$ cat config.mk
export PLATFORM = sky130hd
export DESIGN_NAME = rfa_ctrl
export DESIGN_NICKNAME = d
export VERILOG_FILES = /design/src/hw/rtl/rfa_pkg.sv /design/src/hw/rtl/rfa_ctrl.sv
export SDC_FILE = /design/constraint.sdc
export NUM_CORES = 1
export LEC_CHECK = 0
export BUFFER_PORTS_ARGS = -buffer_cell sky130_fd_sc_hd__buf_2
export CORE_UTILIZATION = 44
export DETAILED_ROUTE_END_ITERATION = 7
export PLACE_DENSITY = 0.72
export SETUP_SLACK_MARGIN = 0.5
export SYNTH_ARGS = -nofsm -noshare
export SYNTH_HDL_FRONTEND = slang
export SYNTH_SLANG_ARGS = --single-unit
$ cat constraint.sdc
create_clock -name clk -period 1.2 [get_ports clk]
set_input_delay 0.18 -clock clk [delete_from_list [all_inputs] [get_ports clk]]
set_output_delay 0.18 -clock clk [all_outputs]
set_load 0.1 [all_outputs]
$ cat src/hw/rtl/rfa_pkg.sv
// rfa_pkg: shared types and constants for the rational fraction alu
// depends on nothing; used by rfa_ctrl, rfa_dp and the top level
package rfa_pkg;

  // result range: signed numerator of FIELD_WIDTH bits, denominator below 2^(FIELD_WIDTH-1)
  localparam int FIELD_WIDTH = 32;
  localparam logic [63:0] RES_LIM = (64'd1 << (FIELD_WIDTH - 1)) - 64'd1;

  // operation codes
  localparam logic [2:0] MODE_ADD = 3'd0;
  localparam logic [2:0] MODE_SUB = 3'd1;
  localparam logic [2:0] MODE_MUL = 3'd2;
  localparam logic [2:0] MODE_DIV = 3'd3;
  localparam logic [2:0] MODE_CMP = 3'd4;

  // status codes
  localparam logic [1:0] ST_OK   = 2'd0;
  localparam logic [1:0] ST_ZDEN = 2'd1;
  localparam logic [1:0] ST_OVF  = 2'd2;

  // controller to datapath commands
  typedef struct packed {
    logic       load;
    logic       mul;
    logic [1:0] idx;
    logic       comb;
    logic       ginit;
    logic       gstep;
    logic       gfin;
    logic       dinit;
    logic       dstep;
    logic       dstore;
    logic       dsel;
    logic       fin;
  } cmd_t;

  // datapath to controller status
  typedef struct packed {
    logic skip;
    logic gcd_done;
  } sts_t;

endpackage

$ cat src/hw/rtl/rfa_ctrl.sv
// rfa_ctrl: sequencing state machine and handshake control
// depends on rfa_pkg; commands rfa_dp
module rfa_ctrl (
  input  logic          clk,
  input  logic          rst_n,
  input  logic          in_valid,
  output logic          in_ready,
  output logic          out_valid,
  input  logic          out_ready,
  output rfa_pkg::cmd_t cmd,
  input  rfa_pkg::sts_t sts
);
  import rfa_pkg::*;

  localparam logic [3:0] S_IDLE  = 4'd0;
  localparam logic [3:0] S_MUL   = 4'd1;
  localparam logic [3:0] S_COMB  = 4'd2;
  localparam logic [3:0] S_GINIT = 4'd3;
  localparam logic [3:0] S_GCD   = 4'd4;
  localparam logic [3:0] S_DIVI  = 4'd5;
  localparam logic [3:0] S_DIVS  = 4'd6;
  localparam logic [3:0] S_DSTO  = 4'd7;
  localparam logic [3:0] S_FIN   = 4'd8;

  logic [3:0] state_r, state_nxt;
  logic [5:0] cnt_r, cnt_nxt;
  logic       sel_r, sel_nxt;
  logic       ovld_r, ovld_nxt;

  // next state and commands
  always_comb begin
    state_nxt = state_r;
    cnt_nxt   = cnt_r;
    sel_nxt   = sel_r;
    ovld_nxt  = ovld_r && !out_ready;
    cmd       = '0;
    cmd.idx   = cnt_r[1:0];
    cmd.dsel  = sel_r;
    unique case (state_r)
      S_IDLE: begin
        if (in_valid) begin
          cmd.load  = 1'b1;
          cnt_nxt   = 6'd0;
          state_nxt = S_MUL;
        end
      end
      S_MUL: begin
        cmd.mul = 1'b1;
        cnt_nxt = cnt_r + 6'd1;
        if (cnt_r[1:0] == 2'd3) state_nxt = S_COMB;
      end
      S_COMB: begin
        cmd.comb  = 1'b1;
        state_nxt = S_GINIT;
      end
      S_GINIT: begin
        if (sts.skip) begin
          state_nxt = S_FIN;
        end else begin
          cmd.ginit = 1'b1;
          state_nxt = S_GCD;
        end
      end
      S_GCD: begin
        if (sts.gcd_done) begin
          cmd.gfin  = 1'b1;
          sel_nxt   = 1'b0;
          state_nxt = S_DIVI;
        end else begin
          cmd.gstep = 1'b1;
        end
      end
      S_DIVI: begin
        cmd.dinit = 1'b1;
        cnt_nxt   = 6'd0;
        state_nxt = S_DIVS;
      end
      S_DIVS: begin
        cmd.dstep = 1'b1;
        cnt_nxt   = cnt_r + 6'd1;
        if (cnt_r == 6'd63) state_nxt = S_DSTO;
      end
      S_DSTO: begin
        cmd.dstore = 1'b1;
        if (!sel_r) begin
          sel_nxt   = 1'b1;
          state_nxt = S_DIVI;
        end else begin
          state_nxt = S_FIN;
        end
      end
      S_FIN: begin
        if (!ovld_r || out_ready) begin
          cmd.fin   = 1'b1;
          ovld_nxt  = 1'b1;
          state_nxt = S_IDLE;
        end
      end
      default: state_nxt = S_IDLE;
    endcase
  end

  // control registers
  always_ff @(posedge clk) begin
    if (!rst_n) begin
      state_r <= S_IDLE;
      cnt_r   <= 6'd0;
      sel_r   <= 1'b0;
      ovld_r  <= 1'b0;
    end else begin
      state_r <= state_nxt;
      cnt_r   <= cnt_nxt;
      sel_r   <= sel_nxt;
      ovld_r  <= ovld_nxt;
    end
  end

  assign in_ready  = (state_r == S_IDLE);
  assign out_valid = ovld_r;

endmodule

==> results.md, run 1 <==
* Htree depth at 1
* Worst endpoint type: output port
* DPL Wire Length at 1640 µm
* Syn nets at 98
* Largest net degree at the start of global routing at 12
* # clock sinks at 12
* First error: [ERROR DPL-0038] Utilization greater than 100%, impossible to legalize
* Hold Buf Count CTS at 0
* Clock Tree Root: clkbuf_4
* Io pins at 21
* Die height at 42.6 µm
* Register area share after synthesis at approximately a third
* Initial Util at roughly 48%
* Die Wd at 42.6 µm
* IO buf count at 20
* Mapped cell area at between 700 and 800 µm²
* CTS Buffer Depth at 2
* GR repair worst EP: cmd[12]
* FP Rows at 14
* Synthesized netlist cell count at 91
* Halt Stage: global routing
* FF+latch count, synth at 12
* Post-Place Cells at 141
* Status: stopped before the end
* DP Area at roughly 1300 µm²
* CTS buffer count at 3
* Synth warnings at 0
* GPL Wtd Cong at between 0.8 and 0.9
* Syn Area/Cell at 7.97 µm²
* Unique cell type count in the Yosys netlist at 30
synthesized netlist by cell type:
library cell  count  area share, %
o22ai_1           6            5.2
or3b_1            1            1.2
o21ai_1           1           0.69
a21o_1            2            2.1
nor3_1            2            1.4
o21ai_2           1            1.2
mux2i_1           1            1.4
nand3b_1          5            5.2
nor2b_1           3            2.6
o32ai_1           1            1.2
xor2_1            3            3.6
dfxtp_1          12             33
and2_1            2            1.7
nand2_1           8            4.1
nand2b_1          7            6.0
o21bai_1          2            2.1
a21boi_0          1            1.0
a221o_1           1            1.4
nand3_1           3            2.1
buf_4             4            4.1
buf_2             4            2.8
ha_1              1            1.7
inv_1             1           0.52
nor3b_1           1            1.0
nor4_1            3            2.6
nor2_1            6            3.1
clkbuf_1          1           0.52
and3_1            2            1.7
a21oi_1           5            3.4
a311oi_1          1            1.2
what timing repair did:
action,4_1_cts
setup buffers,7
pin swaps,9
resized for setup,24
endpoints found under the setup margin,27
endpoints found under the hold margin,0
gates cloned,0
cell families after synthesis:
family / share of synthesized area, %
AOI/OAI and AO/OA: 19.5
and+or+nand+nor: 32.8
DFF: 33.1
muxes: 1.38
buffers and inverters: 7.93
xor gates and xnor gates: 3.62
adders and majority gates: 1.72
through the flow:
stage               setup slack, ns  TNS, ns
floorplan                     -1.07    -5.34
CTS                          -0.359    -3.55
global placement            -0.0777   -0.390
detailed placement           -0.133    -1.07
==> run 2: changes to the inputs <==
CORE_AREA = 2 2 63 65   (was unset)
CORE_UTILIZATION = unset   (was 44)
DIE_AREA = 0 0 65 67   (was unset)
PLACE_DENSITY = unset   (was 0.72)
PLACE_DENSITY_LB_ADDON = 0.15   (was unset)
SETUP_SLACK_MARGIN = unset   (was 0.5)
clock period = 1.56 ns   (was 1.2 ns; I/O delays follow)
==> results.md, run 2 <==
* Status: finished, final reports clean
* PD cells at 824 nW/µm²
* Mapped cell area at between 700 and 800 µm²
* CTS buffer count at 3
* CTS tree: done
* Worst path required time at approximately 1.3 ns
* Top_reg_cell synth: dfxtp_1
* Slew at the pin closest to its max-slew limit at approximately 0.49 ns
* GPL Wtd Cong at 0.730
* Critical-path maximum fanout at 5
* Initial drt markers at 11
* Most frequent cell after synthesis: dfxtp_1
* CP arrival at 1.31 ns
* Max Cap Viol at 0
* Max-slew violations at 0
* Hold violation count in the final report at 0
* Htree depth at 1
* WL/cell at 12.2 µm
* Worst Clk Skew at 0.00159 ns
* Top cell type's share of synthesized area at 33.1%
* IO buf count at 20
* Final antenna-violating net count at 0
* Largest registers: cnt_r: 6 flops, state_r: 4 flops
* Worst-case reg-to-reg path depth at 6
* Total number of vias at 777
* Register area share after synthesis at between 30% and 40%
* Layout cells sized above 1 at 52.5%
* DRC Markers at 0
* Crit path to: cmd[12]
* Initial antenna violation count at 0
* Vias in the first global route at roughly 750
* Unique cell type count in the Yosys netlist at 30
* Initial Util at 20.1%
* Final period utilization at a little under 100%
* First-pass GRT wire length at between 3000 and 4000 µm
* Worst hold path class: input pin to register
* Synth async-reset ratio at 0%
* Most frequent cells in the layout: 11 x buf_12, 11 x buf_4, 10 x buf_2
* Area delta synth->final at 81.9%
* Syn Area/Cell at between 7 and 8 µm²
* # clock sinks at 12
* Critical path launch point type: register
* Hold_ws at 0.326 ns
* FF+latch count, synth at 12
* Core Box Area at roughly 3600 µm²
* Hold Buf Count CTS at 0
* Clock Tree Root: clkbuf_8
* Max reg flops at 6
* Fin crit period at 1.55 ns
* Vias per inst at 4.57
* Unrepaired setup endpoints after global routing: yes
* Power Total at 1.09 mW
* Worst setup path class: register to primary output
* # nets final at 131
* Flop-to-flop setup slack at 0.06 ns
* TritonRoute pass-1 iters at 3
* Largest register by flop count: cnt_r
* Number of synthesized flops with an enable pin at 0
* Slew margin rel. at 67.9%
* Final setup viols at 0
* Synthesized netlist cell count at 91
* Die Wd at 65 µm
* Worst Setup SP: state_r[3]$_SDFFE_PN0P_
* Synth area leaders: dfxtp_1 33%, nand2b_1 6.0%, nand3b_1 5.2%
* WL final at 2080 µm
* Largest net degree at the start of global routing at 13
* CTS Buffer Depth at 2
* FP Rows at 22
* Setup TNS at 0 ns
* GRT Resource Usage Total at between 10 and 15%
* Die height at 67 µm
* Reg2reg end: cnt_r[2]$_SDFFE_PN0P_
* N_diodes at 0
* Clk_lat worst skew at 0.23 ns
* Syn nets at 98
* Lkg Pwr at 0.498 nW
* Die area at 4360 µm²
* Io pins at 21
* Most frequent cells after synthesis: 12 x dfxtp_1, 8 x nand2_1, 7 x nand2b_1
* Synth warnings at 0
* VDD IR max at roughly 410 µV
* Clock transition at the registers of the reported paths at about 0.050 ns
* DPL Wire Length at roughly 1500 µm
* Reg2reg start: state_r[2]$_SDFFE_PN0P_
* Total gr overflow at 0
* Post-synth top area cell: dfxtp_1
* Critical Path End Type: primary output
* Fmax at around 650 MHz
-- run 2: cell counts after synthesis --
No cell type changed its count.
-- run 2: per-stage QoR --
stage / cell area [µm²] / std cells / setup slack, ns / utilization [%]
3_3_place_gp: 1150 / 158 / 0.102 / 31.8
2_1_floorplan: 827 / 91 / -0.762 / -
4_1_cts: 1230 / 163 / -0.0205 / 34.2
3_5_place_dp: 1150 / 158 / 0.105 / 31.8
5_1_grt: 1320 / 170 / -0.0637 / 36.6
6_report: 1320 / 170 / 0.0142 / 36.6
-- run 2: power breakdown --
group          internal [mW]  total (mW)  leakage [nW]  switching, mW
registers              0.321       0.344         0.100         0.0235
logic                  0.186       0.471         0.376          0.286
clock network          0.169       0.272        0.0216          0.103
total                  0.676        1.09         0.498          0.412
-- run 2: final cells by class --
cell class,count,area (µm²)
clock buffer,3,41.3
sequential,12,254
inverter,1,3.75
fill,375,2290
tap,48,60.1
timing repair buffer,37,409
multi-input combinational,69,552
-- run 2: metal layers --
metal  up-vias  GRT usage (%)  part of all wire, %
li1        388              -                    -
met1       374           11.8                   42
met2        13           16.9                   53
met3         2           2.20                  4.6
met4         0           5.59                 0.72
met5         -              0                    0
-- run 2: cell families (layout without fill, tap and decap cells) --
kind of cell | Yosys count | count (layout) | synth area share, %
buffers and inverters | 10 | 41 | 7.93
DFF | 12 | 12 | 33.1
xor gates and xnor gates | 3 | 3 | 3.62
and+or+nand+nor | 43 | 43 | 32.8
AOI/OAI and AO/OA | 21 | 21 | 19.5
muxes | 1 | 1 | 1.38
adders and majority gates | 1 | 1 | 1.72
-- run 2: critical path, stage by stage, from the launching register on --
cell and delay [ns]:
dfxtp_2 0.32, buf_6 0.13, nor4_4 0.26, and2_4 0.20, buf_12 0.16
-- run 2: worst min-delay path by stage --
| stage | from | cells after the start | endpoint | slack [ns] |
|---|---|---|---|---|
| floorplan | rst_n | 2 | state_r[1]$_SDFFE_PN0P_ | 0.42 |
| global placement | cnt_r[4]$_SDFFE_PN0P_ | 2 | cnt_r[4]$_SDFFE_PN0P_ | 0.48 |
| detailed placement | cnt_r[4]$_SDFFE_PN0P_ | 2 | cnt_r[4]$_SDFFE_PN0P_ | 0.49 |
| CTS | out_ready | 3 | out_valid$_SDFF_PN0_ | 0.32 |
| global route | out_ready | 3 | out_valid$_SDFF_PN0_ | 0.36 |
| finish | out_ready | 3 | out_valid$_SDFF_PN0_ | 0.33 |
-- run 2: repair_timing --
item / CTS / global route
buffers inserted: 2 / 6
setup endpoints to repair: 11 / 13
gates cloned: 0 / 1
pin swaps: 4 / 5
gates resized for setup: 11 / 12
Note: power is estimated with default switching activity, not from simulation.
